<file path="config.mk">
export PLATFORM = sky130hd
export DESIGN_NAME = postfix_expression_evaluator_flat
export DESIGN_NICKNAME = d
export VERILOG_FILES = /design/src/sv/pee_pkg.sv /design/src/sv/pee_if.sv /design/src/sv/pee_div.sv /design/src/sv/pee_datapath.sv /design/src/sv/pee_ctrl.sv /design/src/sv/postfix_expression_evaluator.sv /design/src/flat_wrapper.sv
export SDC_FILE = /design/constraint.sdc
export NUM_CORES = 2
export LEC_CHECK = 0
export BUFFER_PORTS_ARGS = -buffer_cell sky130_fd_sc_hd__buf_2
export CAP_MARGIN = 10
export CORE_MARGIN = 4
export CORE_UTILIZATION = 60
export CTS_CLUSTER_SIZE = 10
export DETAILED_ROUTE_END_ITERATION = 8
export HOLD_SLACK_MARGIN = 0.08
export PLACE_DENSITY = 0.79
export SETUP_SLACK_MARGIN = 0.3
export SYNTH_ARGS = -nofsm -noshare
export SYNTH_HDL_FRONTEND = slang
export SYNTH_SLANG_ARGS = --single-unit
export TNS_END_PERCENT = 5
</file>
<file path="constraint.sdc">
create_clock -name clk -period 9.45 [get_ports clk]
set_clock_uncertainty 0.1 [all_clocks]
set_input_delay 0.945 -clock clk [delete_from_list [all_inputs] [get_ports clk]]
set_output_delay 0.945 -clock clk [all_outputs]
set_load 0.005 [all_outputs]
</file>
<file path="src/sv/pee_pkg.sv">
// Package for the postfix expression evaluator: word width, character codes,
// status and operation codes, controller states and the control/status structs.
// No dependencies; every module of the block imports it (the interfaces do not).
package pee_pkg;

  localparam int WORD_W          = 32;
  localparam int STACK_DEPTH_DEF = 16;

  // ASCII codes of the accepted characters
  localparam logic [7:0] CH_ZERO = 8'h30;
  localparam logic [7:0] CH_NINE = 8'h39;
  localparam logic [7:0] CH_ADD  = 8'h2B;
  localparam logic [7:0] CH_SUB  = 8'h2D;
  localparam logic [7:0] CH_MUL  = 8'h2A;
  localparam logic [7:0] CH_DIV  = 8'h2F;

  typedef enum logic [2:0] {
    ST_OK      = 3'd0,
    ST_INVALID = 3'd1,
    ST_UNDER   = 3'd2,
    ST_OVER    = 3'd3,
    ST_DIVZERO = 3'd4
  } status_t;

  typedef enum logic [2:0] {
    OP_DIGIT,
    OP_ADD,
    OP_SUB,
    OP_MUL,
    OP_DIV,
    OP_BAD
  } op_t;

  typedef enum logic [3:0] {
    S_IDLE,
    S_DECODE,
    S_POP_RHS,
    S_POP_LHS,
    S_OPER,
    S_EXEC,
    S_DIV_WAIT,
    S_PUSH,
    S_END,
    S_LAST_POP,
    S_EMIT
  } ctrl_state_t;

  // Commands from the controller to the datapath
  typedef struct packed {
    logic load_in;     // capture the accepted request
    logic push_digit;  // push the digit value
    logic push_res;    // push the operation result
    logic pop;         // pop the top into the read register
    logic cap_rhs;     // latch the popped word as right operand
    logic cap_lhs;     // latch the popped word as left operand
    logic exec;        // compute add, sub, mul or zero-divisor result
    logic div_start;   // launch the divider
    logic div_take;    // latch the divider quotient
    logic mark_bad;    // record an invalid character
    logic emit;        // load the output register and clear the expression
  } pee_cmd_t;

  // Status from the datapath to the controller
  typedef struct packed {
    op_t  op;
    logic aborted;
    logic last;
    logic rhs_zero;
    logic div_done;
    logic out_busy;
  } pee_sts_t;

  // Classify one character of the expression
  function automatic op_t decode_char(input logic [7:0] ch);
    op_t op;
    priority if (ch >= CH_ZERO && ch <= CH_NINE) op = OP_DIGIT;
    else if (ch == CH_ADD)                       op = OP_ADD;
    else if (ch == CH_SUB)                       op = OP_SUB;
    else if (ch == CH_MUL)                       op = OP_MUL;
    else if (ch == CH_DIV)                       op = OP_DIV;
    else                                         op = OP_BAD;
    return op;
  endfunction

endpackage

</file>
<file path="src/sv/pee_if.sv">
// Valid/ready channel interfaces of the postfix expression evaluator:
// the character request channel and the result channel.
// Field widths are fixed; no package dependency.
interface pee_in_if;
  logic       valid;
  logic       ready;
  logic [7:0] character;
  logic       last;

  modport source (output valid, output character, output last, input ready);
  modport sink   (input valid, input character, input last, output ready);
endinterface

interface pee_out_if;
  logic               valid;
  logic               ready;
  logic signed [31:0] value;
  logic        [2:0]  status;

  modport source (output valid, output value, output status, input ready);
  modport sink   (input valid, input value, input status, output ready);
endinterface

</file>
<file path="src/sv/pee_div.sv">
// Bit-serial signed divider, truncating toward zero, one quotient bit a cycle.
// Depends on pee_pkg for the word width.
module pee_div
  import pee_pkg::*;
(
  input  logic              clk,
  input  logic              rst_n,
  input  logic              start,
  input  logic [WORD_W-1:0] dividend,
  input  logic [WORD_W-1:0] divisor,
  output logic              done,
  output logic [WORD_W-1:0] quotient
);

  localparam int CNT_W = $clog2(WORD_W);

  logic              busy_r,  busy_nxt;
  logic              done_r,  done_nxt;
  logic [CNT_W-1:0]  cnt_r,   cnt_nxt;
  logic [WORD_W-1:0] rem_r,   rem_nxt;
  logic [WORD_W-1:0] quo_r,   quo_nxt;
  logic [WORD_W-1:0] den_r,   den_nxt;
  logic              neg_r,   neg_nxt;
  logic [WORD_W:0]   rem_sh;
  logic [WORD_W:0]   diff;

  // Load the operands on start, else shift in one dividend bit and try a subtract
  always_comb begin
    rem_sh   = {rem_r, quo_r[WORD_W-1]};
    diff     = rem_sh - {1'b0, den_r};
    busy_nxt = busy_r;
    done_nxt = 1'b0;
    cnt_nxt  = cnt_r;
    rem_nxt  = rem_r;
    quo_nxt  = quo_r;
    den_nxt  = den_r;
    neg_nxt  = neg_r;
    if (start) begin
      busy_nxt = 1'b1;
      cnt_nxt  = '0;
      rem_nxt  = '0;
      quo_nxt  = dividend[WORD_W-1] ? (~dividend + 1'b1) : dividend;
      den_nxt  = divisor[WORD_W-1]  ? (~divisor + 1'b1)  : divisor;
      neg_nxt  = dividend[WORD_W-1] ^ divisor[WORD_W-1];
    end else if (busy_r) begin
      if (!diff[WORD_W]) begin
        rem_nxt = diff[WORD_W-1:0];
        quo_nxt = {quo_r[WORD_W-2:0], 1'b1};
      end else begin
        rem_nxt = rem_sh[WORD_W-1:0];
        quo_nxt = {quo_r[WORD_W-2:0], 1'b0};
      end
      cnt_nxt = cnt_r + 1'b1;
      if (cnt_r == CNT_W'(WORD_W - 1)) begin
        busy_nxt = 1'b0;
        done_nxt = 1'b1;
      end
    end
  end

  // Hold control state under reset
  always_ff @(posedge clk) begin
    if (!rst_n) begin
      busy_r <= 1'b0;
      done_r <= 1'b0;
      cnt_r  <= '0;
    end else begin
      busy_r <= busy_nxt;
      done_r <= done_nxt;
      cnt_r  <= cnt_nxt;
    end
  end

  always_ff @(posedge clk) begin
    rem_r <= rem_nxt;
    quo_r <= quo_nxt;
    den_r <= den_nxt;
    neg_r <= neg_nxt;
  end

  assign done     = done_r;
  assign quotient = neg_r ? (~quo_r + 1'b1) : quo_r;

endmodule

</file>
<file path="src/sv/pee_datapath.sv">
// Datapath of the postfix expression evaluator: operand stack memory, count,
// error tracking, operand and result registers, divider and output register.
// Depends on pee_pkg and pee_div; driven by commands from pee_ctrl.
module pee_datapath
  import pee_pkg::*;
#(
  parameter int STACK_DEPTH = STACK_DEPTH_DEF
)
(
  input  logic              clk,
  input  logic              rst_n,
  input  logic [7:0]        in_character,
  input  logic              in_last,
  input  pee_cmd_t          cmd,
  output pee_sts_t          sts,
  input  logic              out_ready,
  output logic              out_valid,
  output logic [WORD_W-1:0] out_value,
  output logic [2:0]        out_status
);

  localparam int CNT_W  = $clog2(STACK_DEPTH + 1);
  localparam int ADDR_W = $clog2(STACK_DEPTH);

  logic [WORD_W-1:0] stack_mem [STACK_DEPTH];

  logic [7:0]        ch_r;
  logic              last_r;
  logic [CNT_W-1:0]  count_r,  count_nxt;
  status_t           first_error_r, first_error_nxt;
  logic              aborted_r, aborted_nxt;
  logic              rd_hit_r, rd_hit_nxt;
  logic [WORD_W-1:0] rd_data_r;
  logic [WORD_W-1:0] lhs_r, rhs_r, result_r;
  logic              out_valid_r, out_valid_nxt;
  logic [WORD_W-1:0] out_value_r;
  status_t           out_status_r;

  logic [CNT_W-1:0]  cnt_dec;
  status_t           err_note;
  logic              wr_en, rd_en;
  logic [ADDR_W-1:0] wr_addr, rd_addr;
  logic [WORD_W-1:0] wr_data;
  logic [WORD_W-1:0] digit_val;
  logic [WORD_W-1:0] popped;
  logic [WORD_W-1:0] div_q;
  logic              div_done;
  op_t               op;

  assign op        = decode_char(ch_r);
  assign digit_val = WORD_W'(4'(ch_r - CH_ZERO));
  assign cnt_dec   = count_r - 1'b1;
  assign popped    = rd_hit_r ? rd_data_r : '0;

  // Stack pointer, memory access and first-error tracking
  always_comb begin
    count_nxt   = count_r;
    err_note    = ST_OK;
    wr_en       = 1'b0;
    wr_addr     = count_r[ADDR_W-1:0];
    wr_data     = cmd.push_digit ? digit_val : result_r;
    rd_en       = 1'b0;
    rd_addr     = cnt_dec[ADDR_W-1:0];
    rd_hit_nxt  = rd_hit_r;
    aborted_nxt = aborted_r;
    if (cmd.push_digit || cmd.push_res) begin
      if (count_r < CNT_W'(STACK_DEPTH)) begin
        wr_en     = 1'b1;
        count_nxt = count_r + 1'b1;
      end else begin
        err_note  = ST_OVER;
      end
    end
    if (cmd.pop) begin
      rd_hit_nxt = (count_r != '0);
      if (count_r != '0) begin
        rd_en     = 1'b1;
        count_nxt = cnt_dec;
      end else begin
        err_note  = ST_UNDER;
      end
    end
    if (cmd.exec && op == OP_DIV && rhs_r == '0) begin
      err_note = ST_DIVZERO;
    end
    if (cmd.mark_bad) begin
      err_note    = ST_INVALID;
      aborted_nxt = 1'b1;
    end
    if (first_error_r == ST_OK && err_note != ST_OK) first_error_nxt = err_note;
    else                                             first_error_nxt = first_error_r;
    // Clear the expression once its result is loaded
    if (cmd.emit) begin
      count_nxt       = '0;
      first_error_nxt = ST_OK;
      aborted_nxt     = 1'b0;
    end
  end

  // Output register: hold until taken
  always_comb begin
    out_valid_nxt = out_valid_r;
    if (cmd.emit)          out_valid_nxt = 1'b1;
    else if (out_ready)    out_valid_nxt = 1'b0;
  end

  always_ff @(posedge clk) begin
    if (!rst_n) begin
      count_r       <= '0;
      first_error_r <= ST_OK;
      aborted_r     <= 1'b0;
      rd_hit_r      <= 1'b0;
      out_valid_r   <= 1'b0;
    end else begin
      count_r       <= count_nxt;
      first_error_r <= first_error_nxt;
      aborted_r     <= aborted_nxt;
      rd_hit_r      <= rd_hit_nxt;
      out_valid_r   <= out_valid_nxt;
    end
  end

  // Stack memory: one write port, one registered read port
  always_ff @(posedge clk) begin
    if (wr_en) stack_mem[wr_addr] <= wr_data;
  end

  always_ff @(posedge clk) begin
    if (rd_en) rd_data_r <= stack_mem[rd_addr];
  end

  // Request, operand, result and output payload registers
  always_ff @(posedge clk) begin
    if (cmd.load_in) begin
      ch_r   <= in_character;
      last_r <= in_last;
    end
    if (cmd.cap_rhs) rhs_r <= popped;
    if (cmd.cap_lhs) lhs_r <= popped;
    if (cmd.exec) begin
      unique case (op)
        OP_ADD:  result_r <= lhs_r + rhs_r;
        OP_SUB:  result_r <= lhs_r - rhs_r;
        OP_MUL:  result_r <= lhs_r * rhs_r;
        default: result_r <= '0;
      endcase
    end else if (cmd.div_take) begin
      result_r <= div_q;
    end
    if (cmd.emit) begin
      out_value_r  <= aborted_r ? '1 : popped;
      out_status_r <= first_error_r;
    end
  end

  pee_div u_div (
    .clk      (clk),
    .rst_n    (rst_n),
    .start    (cmd.div_start),
    .dividend (lhs_r),
    .divisor  (rhs_r),
    .done     (div_done),
    .quotient (div_q)
  );

  always_comb begin
    sts.op       = op;
    sts.aborted  = aborted_r;
    sts.last     = last_r;
    sts.rhs_zero = (rhs_r == '0);
    sts.div_done = div_done;
    sts.out_busy = out_valid_r && !out_ready;
  end

  assign out_valid  = out_valid_r;
  assign out_value  = out_value_r;
  assign out_status = out_status_r;

`ifndef SYNTH
  a_count_bound: assert property (@(posedge clk) disable iff (!rst_n)
    count_r <= CNT_W'(STACK_DEPTH))
    else $error("stack count beyond depth");

  a_emit_clears: assert property (@(posedge clk) disable iff (!rst_n)
    cmd.emit |=> (count_r == '0) && (first_error_r == ST_OK) && !aborted_r)
    else $error("expression state not cleared after result");

  a_abort_err: assert property (@(posedge clk) disable iff (!rst_n)
    aborted_r |-> (first_error_r != ST_OK))
    else $error("aborted expression without a recorded error");

  a_emit_slot: assert property (@(posedge clk) disable iff (!rst_n)
    cmd.emit |-> !(out_valid_r && !out_ready))
    else $error("result loaded over an untaken result");
`endif

endmodule

</file>
<file path="src/sv/pee_ctrl.sv">
// Controller state machine of the postfix expression evaluator: sequences
// decode, pops, operation, push and the final pop. Depends on pee_pkg.
module pee_ctrl
  import pee_pkg::*;
(
  input  logic     clk,
  input  logic     rst_n,
  input  logic     in_valid,
  output logic     in_ready,
  input  pee_sts_t sts,
  output pee_cmd_t cmd
);

  ctrl_state_t state_r, state_nxt;

  always_ff @(posedge clk) begin
    if (!rst_n) state_r <= S_IDLE;
    else        state_r <= state_nxt;
  end

  // Next state and commands
  always_comb begin
    state_nxt = state_r;
    cmd       = '0;
    in_ready  = 1'b0;
    unique case (state_r)
      S_IDLE: begin
        in_ready = 1'b1;
        if (in_valid) begin
          cmd.load_in = 1'b1;
          state_nxt   = S_DECODE;
        end
      end
      S_DECODE: begin
        priority if (sts.aborted) begin
          state_nxt = S_END;
        end else if (sts.op == OP_DIGIT) begin
          cmd.push_digit = 1'b1;
          state_nxt      = S_END;
        end else begin
          state_nxt = S_POP_RHS;
        end
      end
      S_POP_RHS: begin
        cmd.pop   = 1'b1;
        state_nxt = S_POP_LHS;
      end
      S_POP_LHS: begin
        cmd.cap_rhs = 1'b1;
        cmd.pop     = 1'b1;
        state_nxt   = S_OPER;
      end
      S_OPER: begin
        cmd.cap_lhs = 1'b1;
        state_nxt   = S_EXEC;
      end
      S_EXEC: begin
        priority if (sts.op == OP_BAD) begin
          cmd.mark_bad = 1'b1;
          state_nxt    = S_END;
        end else if (sts.op == OP_DIV && !sts.rhs_zero) begin
          cmd.div_start = 1'b1;
          state_nxt     = S_DIV_WAIT;
        end else begin
          cmd.exec  = 1'b1;
          state_nxt = S_PUSH;
        end
      end
      S_DIV_WAIT: begin
        if (sts.div_done) begin
          cmd.div_take = 1'b1;
          state_nxt    = S_PUSH;
        end
      end
      S_PUSH: begin
        cmd.push_res = 1'b1;
        state_nxt    = S_END;
      end
      S_END: begin
        state_nxt = sts.last ? S_LAST_POP : S_IDLE;
      end
      S_LAST_POP: begin
        cmd.pop   = !sts.aborted;
        state_nxt = S_EMIT;
      end
      S_EMIT: begin
        if (!sts.out_busy) begin
          cmd.emit  = 1'b1;
          state_nxt = S_IDLE;
        end
      end
      default: state_nxt = S_IDLE;
    endcase
  end

`ifndef SYNTH
  a_div_wait: assert property (@(posedge clk) disable iff (!rst_n)
    cmd.div_start |=> (state_r == S_DIV_WAIT))
    else $error("divider launched without waiting for it");

  a_ready_idle: assert property (@(posedge clk) disable iff (!rst_n)
    in_ready |-> (cmd.pop == 1'b0) && (cmd.emit == 1'b0))
    else $error("request taken while an item is in work");

  a_emit_after_last: assert property (@(posedge clk) disable iff (!rst_n)
    cmd.emit |-> $past(state_r == S_LAST_POP) || $past(state_r == S_EMIT))
    else $error("result emitted outside the final pop");
`endif

endmodule

</file>
<file path="src/sv/postfix_expression_evaluator.sv">
// Postfix expression evaluator: takes one ASCII character per request and
// evaluates on a stack of 32-bit signed words; the request marked last yields
// one result (popped top, or -1 after an invalid character) with the first
// error code. The controller handles one character at a time: a digit is
// decoded and pushed; + - * / pop the right and then the left operand, then
// compute and push the result, / by a bit-serial divider at one bit per cycle
// (skipped when the divisor is zero); an invalid character goes through the
// pops and aborts, and characters after it are only decoded. The last
// character adds the final pop and the output load, plus any wait for the
// previous result to be taken. The stack sits in a memory with one write
// and one registered read port. The output register holds a result until
// taken while new characters of the next expression are accepted.
module postfix_expression_evaluator
  import pee_pkg::*;
#(
  parameter int STACK_DEPTH = STACK_DEPTH_DEF
)
(
  input  logic             clk,
  input  logic             rst_n,
  pee_in_if.sink           in_chan,
  pee_out_if.source        out_chan
);

  pee_cmd_t          cmd;
  pee_sts_t          sts;
  logic [WORD_W-1:0] value_w;
  logic [2:0]        status_w;

  pee_ctrl u_ctrl (
    .clk      (clk),
    .rst_n    (rst_n),
    .in_valid (in_chan.valid),
    .in_ready (in_chan.ready),
    .sts      (sts),
    .cmd      (cmd)
  );

  pee_datapath #(
    .STACK_DEPTH (STACK_DEPTH)
  ) u_datapath (
    .clk          (clk),
    .rst_n        (rst_n),
    .in_character (in_chan.character),
    .in_last      (in_chan.last),
    .cmd          (cmd),
    .sts          (sts),
    .out_ready    (out_chan.ready),
    .out_valid    (out_chan.valid),
    .out_value    (value_w),
    .out_status   (status_w)
  );

  assign out_chan.value  = $signed(value_w);
  assign out_chan.status = status_w;

endmodule
</file>
<file path="src/flat_wrapper.sv">
// flat-port wrapper written by rule: the top's interface ports become plain ports
module postfix_expression_evaluator_flat import pee_pkg::*;
#(
  parameter int STACK_DEPTH = STACK_DEPTH_DEF
)
  (clk, rst_n, in_chan_valid, in_chan_character, in_chan_last, in_chan_ready, out_chan_valid, out_chan_value, out_chan_status, out_chan_ready);
  pee_in_if in_chan_i ();
  pee_out_if out_chan_i ();
  input  logic clk;
  input  logic rst_n;
  input wire logic [$bits(in_chan_i.valid)-1:0] in_chan_valid;
  input wire logic [$bits(in_chan_i.character)-1:0] in_chan_character;
  input wire logic [$bits(in_chan_i.last)-1:0] in_chan_last;
  output wire logic [$bits(in_chan_i.ready)-1:0] in_chan_ready;
  output wire logic [$bits(out_chan_i.valid)-1:0] out_chan_valid;
  output wire logic [$bits(out_chan_i.value)-1:0] out_chan_value;
  output wire logic [$bits(out_chan_i.status)-1:0] out_chan_status;
  input wire logic [$bits(out_chan_i.ready)-1:0] out_chan_ready;
  assign in_chan_i.valid = in_chan_valid;
  assign in_chan_i.character = in_chan_character;
  assign in_chan_i.last = in_chan_last;
  assign in_chan_ready = in_chan_i.ready;
  assign out_chan_valid = out_chan_i.valid;
  assign out_chan_value = out_chan_i.value;
  assign out_chan_status = out_chan_i.status;
  assign out_chan_i.ready = out_chan_ready;
  postfix_expression_evaluator #(.STACK_DEPTH(STACK_DEPTH)) u_core (.clk(clk), .rst_n(rst_n), .in_chan(in_chan_i), .out_chan(out_chan_i));
endmodule
</file>
# Word-level counts from Yosys, hierarchy flattened
# Memory sizes are Yosys's and may differ from the RTL's. A register that Yosys moved wholly into a read port is not among the register bits.
# Index checks and enable logic that the tools add are counted.
dict set report classes {
  add_sub_neg 10
  n_mul 1
  n_lt_le_gt_ge 3
  n_eq_ne 23
  mux 68
  bitwise 6
  reduce_logical 24
}
# cell n
set ops {}
lappend ops {{32-bit two-way mux} 9}
lappend ops {{32-bit by 1-bit adder with 32-bit output (second input constant)} 3}
lappend ops {{32-bit inverter} 3}
lappend ops {{32-bit case mux with 3 select lines} 1}
lappend ops {{4-bit case mux with 11 select lines} 1}
lappend ops {{33-bit by 32-bit subtractor with 33-bit output} 1}
lappend ops {{32-bit adder} 1}
lappend ops {{8-bit by 6-bit equality test with 1-bit output (second input constant)} 4}
lappend ops {{32-bit logical NOT} 1}
lappend ops {{32-bit by 32-bit multiplier with 32-bit output} 1}
lappend ops {{1-bit two-way mux} 32}
lappend ops {{32-bit subtractor} 1}
lappend ops {{31-bit two-way mux} 1}
lappend ops {{4-bit two-way mux} 7}
lappend ops {{3-bit two-way mux} 8}
lappend ops {{5-bit two-way mux} 4}
lappend ops {{4-bit by 3-bit equality test with 1-bit output (second input constant)} 4}
lappend ops {{4-bit equality test (second input constant)} 3}
lappend ops {{5-bit by 1-bit adder with 5-bit output (second input constant)} 2}
lappend ops {{4-bit by 2-bit equality test with 1-bit output (second input constant)} 2}
lappend ops {{8-bit by 6-bit >= comparator with 1-bit output (second input constant)} 1}
lappend ops {{8-bit by 6-bit less-or-equal comparator with 1-bit output (second input constant)} 1}
lappend ops {{2-bit two-way mux} 4}
lappend ops {{3-bit by 2-bit equality test with 1-bit output (second input constant)} 2}
lappend ops {{other kinds (22)} 38}
dict set report word_totals {
  reg_bits 259
  ram_bits 512
  in_bits 13
  output_inout_bits 37
  wordCells 157
  mem_count 1
}
# memory words word_bits read_ports rd_ports_with_merged_regs wr line
set mem_list {}
lappend mem_list {u_core.u_datapath.stack_mem 16 32 1 1 1 pee_datapath.sv:25} ;# logic [WORD_W-1:0] stack_mem [STACK_DEPTH];

# Longest topological paths before layout
dict set report logic_depth {
  word_depth 18
  mapped_depth 28
  mapped_depth_nobuf 26
}

# Cells and area by module
# A second synthesis with hierarchy kept.
dict set report hier_totals {
  cells_unflattened 4283
  hier_area_um2 52743.1
}
# module n_inst cells_per_inst area_each_um2 seq_area_each_um2
set by_module_without_submodules {}
lappend by_module_without_submodules {pee_datapath 1 3297 44335.0 20759.9}
lappend by_module_without_submodules {pee_div 1 920 7963.9 2732.6}
lappend by_module_without_submodules {pee_ctrl 1 66 444.2 80.1}

# Worst setup path before layout
# Ideal clock, no wire load.
dict set report synth_timing {
  path_kind {flip-flop to flip-flop}
  from {register u_core.u_datapath.rhs_r[6]}
  to {register u_core.u_datapath.result_r[31] (data pin)}
  arrival_time_ps 7118
  t_required_ps 9078
  slack_ps 1960
  stages_incl_launch_ff 26
  period_less_slack_ps 7490
  cell_sequence {edfxtp_1 -> clkbuf_1 -> clkbuf_1 -> and2_1 -> fa_1 -> fa_1 -> fa_1 -> inv_1 -> fa_1 -> inv_1 -> fa_1 -> inv_1 -> fa_1 -> inv_1 -> fa_1 -> fa_1 -> ha_1 -> or3_1 -> o21a_1 -> a21o_1 -> a31oi_1 -> o21ai_0 -> a221oi_1 -> xnor2_1 -> a2111oi_0 -> a21oi_1}
}
dict set report synth_via {
  elab_chain_len 7
  elab_cells_between_ends 11
  classes_between {add/sub: 2; mul: 1; mux: 5; reduce/logical: 3}
}
# element line
set synth_lines {}
lappend synth_lines {{start: declaration} pee_datapath.sv:34} ;# logic [WORD_W-1:0] lhs_r, rhs_r, result_r;
lappend synth_lines {{start signal: assignment} pee_datapath.sv:138} ;# if (cmd.cap_rhs) rhs_r <= popped;
lappend synth_lines {{branches (longest 6 deep; another with 32-bit by 32-bit multiplier with 32-bit output)} n/a}
lappend synth_lines {{32-bit two-way mux *} pee_datapath.sv:140} ;# if (cmd.exec) begin
lappend synth_lines {{end signal: assignment} pee_datapath.sv:142} ;# OP_ADD: result_r <= lhs_r + rhs_r;
lappend synth_lines {{end signal: assignment} pee_datapath.sv:143} ;# OP_SUB: result_r <= lhs_r - rhs_r;
lappend synth_lines {{end signal: assignment} pee_datapath.sv:144} ;# OP_MUL: result_r <= lhs_r * rhs_r;
lappend synth_lines {{end: declaration} pee_datapath.sv:34}
# Every way passes the cells marked *.
# A chain may end at the register's enable or synchronous reset.

# Worst setup path in the final report
dict set report layout_timing {
  from {register u_core.u_datapath.lhs_r[15]}
  to {register u_core.u_datapath.result_r[31] (data pin)}
}
dict set report layout_via {
  elab_chain_len 3
  elab_cells_between_ends 5
  classes_between {add/sub: 2; mul: 1; mux: 2}
}
# element line
set layout_lines {}
lappend layout_lines {{start: declaration} pee_datapath.sv:34}
lappend layout_lines {{start signal: assignment} pee_datapath.sv:139} ;# if (cmd.cap_lhs) lhs_r <= popped;
lappend layout_lines {{32-bit by 32-bit multiplier with 32-bit output, or another cell as far along} pee_datapath.sv:144}
lappend layout_lines {{32-bit case mux with 3 select lines *} pee_datapath.sv:141} ;# unique case (op)
lappend layout_lines {{32-bit two-way mux *} pee_datapath.sv:140}
# Every way passes the cells marked *; elsewhere a longest branch is shown, timed or not.

==> results.tsv <==
metric	value	unit
htree_levels	3	
slew_viol_final	0	
io_buffer_count	49	
ant_nets	0	
wl_per_cell	26.0	µm
regArea	23600	µm²
min_path_type	flip-flop to flip-flop	
ys_seq_elements	803	
rows	107	
synth_top_cell_area_share	43.3	%
crit_required	9.72	ns
syn-instance-count	4147	
clock_sinks	803	
cts_resized	0	
period_minus_slack	8.51	ns
fin_util	65.7	%
die_w	302	µm
timing.setup.tns	0	ns
setup_ws	0.943	ns
grt_use_met3	5.13	%
grt_max_degree	74	
layout-drive-gt1-share	11.6	%
yosys-top-cells-area	edfxtp_1 (43%), fa_1 (16%), mux4_2 (6.9%)	
arrival	8.78	ns
num_io_pins	50	
use_met2	51.9	%
vias	33400	
die_y	302	µm
clk_latency	0.67	ns
power.density	256	nW/µm²
yosysMostFrequentCell	edfxtp_1	
synth-main-ff-cell	edfxtp_1	
gp_congestion	0.949	
area_growth	8.10	%
leakage	21.8	nW
clk_pin_slew	0.07	ns
syn_avg_cell_area	12.5	µm²
instances_no_fill	5325	
start_util	60.8	%
yosysSeqAreaShare	45.3	%
synth.cell_area	52000	µm²
ir_drop	0.451	mV
grt_setup_unrepaired	no	
status	finished clean	
drt_wl_total	139000	µm
clockBufferDepth	3	
holdWs	0.368	ns
cap_violations	0	
pre_cts_slack	1.05	ns
yosys_warnings	0	
max_slew.worst_pin.slew	1.19	ns
clockRootBuffer	clkbuf_16	
finalHoldViolCount	0	
cts_tree	done	
cts-hold-fix-buffers	0	
async_reset_ff_share	0	%
dp.cells	5189	
synth_edf_count	749	
drc	0	
coreArea	85500	µm²
synth_area_leader_cell	edfxtp_1	
fillers	6102	
die-area	91400	µm²
dp_hpwl	91300	µm
grt_pass1_wl	212000	µm
final_net_count	4759	
maxSlewHeadroom	20.7	%
drt_iter0_drc	3563	
cts_buffers	92	
drt_pass1_iterations	5	
multi_input_area	26100	µm²
critPathLaunchType	flip-flop	
grt-busiest-layer	met2	
finalSetupViolCount	0	
post-cts-setup-buffers	0	
synth_cell_types	79	
grt_pass1_vias	34600	
fmax	118	MHz
synthTopCellsByCount	edfxtp_1 (749), inv_1 (436), fa_1 (410), nand2_1 (377), and2_1 (347)	
use_met1	40.8	%
gr-usage-all-layers	31.0	%
path_class	flip-flop to flip-flop	
grt-ovfl-total	0	
path_max_fanout	22	
antenna_found_initial	8	
routed_via_density	6.27	
final.period_utilization	90.0	%
syn_nets	4766	
endpoint_kind	flip-flop	
==> flip-flops by register name (all words and copies together) (netlist names), 3 cells and up <==
signal,cells
u_core.u_datapath.stack_mem,512
u_core.u_datapath.lhs_r,32
u_core.u_datapath.out_value,32
u_core.u_datapath.rd_data_r,32
u_core.u_datapath.result_r,32
u_core.u_datapath.rhs_r,32
u_core.u_datapath.u_div.den_r,32
u_core.u_datapath.u_div.quo_r,32
u_core.u_datapath.u_div.rem_r,32
u_core.u_datapath.ch_r,8
u_core.u_datapath.count_r,5
u_core.u_datapath.u_div.cnt_r,5
u_core.u_ctrl.state_r,4
u_core.u_datapath.first_error_r,3
u_core.u_datapath.out_status,3
==> cells by family (layout without fill, tap and decap cells) <==
kind of cell / after synthesis / count (layout) / synth area share [%]
fa+ha+maj: 606 / 606 / 20.5
buf+inv: 668 / 701 / 4.85
other cells: 0 / 1 / 0
simple gates: 1131 / 1131 / 11.3
flops: 803 / 803 / 45.3
compound gates: 487 / 487 / 6.02
mux: 198 / 198 / 7.67
xor+xnor: 254 / 254 / 4.28
==> per-stage QoR <==
step	area (µm²)	power, mW
finish	56200	14.4
detailed placement	53600	11.0
CTS	56200	14.2
global placement	53600	10.9
floorplan	52000	9.00
global route	56200	15.2
==> area by class of cell <==
type | count | share of cell area, %
flip-flops and latches | 803 | 41.9
diodes | 1 | 0.00445
clock inverters | 14 | 0.309
inverters | 436 | 2.91
clock buffers | 120 | 4.30
repair buffers | 131 | 1.54
multi-input cells | 2676 | 46.4
well taps | 1144 | 2.55
==> path summary, 6_finish.rpt <==
check	slack [ns]	from	to	depth (start not counted)
max	0.94	u_core.u_datapath.lhs_r[15]	u_core.u_datapath.result_r[31]	23
min	0.37	u_core.u_datapath.first_error_r[2]	u_core.u_datapath.out_status[2]	0
max reg2reg	0.94	u_core.u_datapath.lhs_r[15]	u_core.u_datapath.result_r[31]	23
min reg2reg	0.37	u_core.u_datapath.first_error_r[2]	u_core.u_datapath.out_status[2]	0
==> cell usage in the layout (no fill, tap or decap), types with 26 or more instances in the layout <==
| cell | instances |
|---|---|
| a21o_1 | 44 |
| a21oi_1 | 121 |
| and2_1 | 347 |
| buf_2 | 49 |
| buf_4 | 81 |
| clkbuf_1 | 27 |
| clkbuf_16 | 92 |
| dfxtp_1 | 52 |
| edfxtp_1 | 749 |
| fa_1 | 410 |
| ha_1 | 195 |
| inv_1 | 436 |
| mux2i_1 | 33 |
| mux4_2 | 160 |
| nand2_1 | 377 |
| nand2b_1 | 36 |
| nand3_1 | 26 |
| nor2_1 | 94 |
| nor2b_1 | 52 |
| nor3_1 | 31 |
| o21ai_0 | 133 |
| o31ai_1 | 30 |
| or2_2 | 40 |
| or3_1 | 26 |
| xnor2_1 | 133 |
| xor2_1 | 118 |
==> worst max-delay path, stage by stage (launching register included) <==
cell,delay (ns)
edfxtp_1,1.02
and2_1,0.28
fa_1,0.42
inv_1,0.08
fa_1,0.43
fa_1,0.50
fa_1,0.54
inv_1,0.05
fa_1,0.50
inv_1,0.06
fa_1,0.56
inv_1,0.07
fa_1,0.50
fa_1,0.42
ha_1,0.24
or3_1,0.38
o21a_1,0.23
a21o_1,0.16
a31oi_1,0.32
o21ai_0,0.33
a221oi_1,0.40
xnor2_1,0.12
a2111oi_0,0.43
a21oi_1,0.07
==> where the power goes <==
| group | leakage [nW] | switching, mW | internal [mW] |
|---|---|---|---|
| Clock | 1.24 | 1.41 | 1.79 |
| Combinational | 13.4 | 4.21 | 2.99 |
| Sequential | 7.21 | 0.0699 | 3.90 |
| Total | 21.8 | 5.69 | 8.68 |
==> metal layers <==
layer	vias to the layer above	part of all wire [%]
li1	14300	-
met1	16800	37
met2	1943	49
met3	380	9.5
met4	8	4.5
met5	-	0.038
Note: power is estimated with default switching activity, not from simulation.
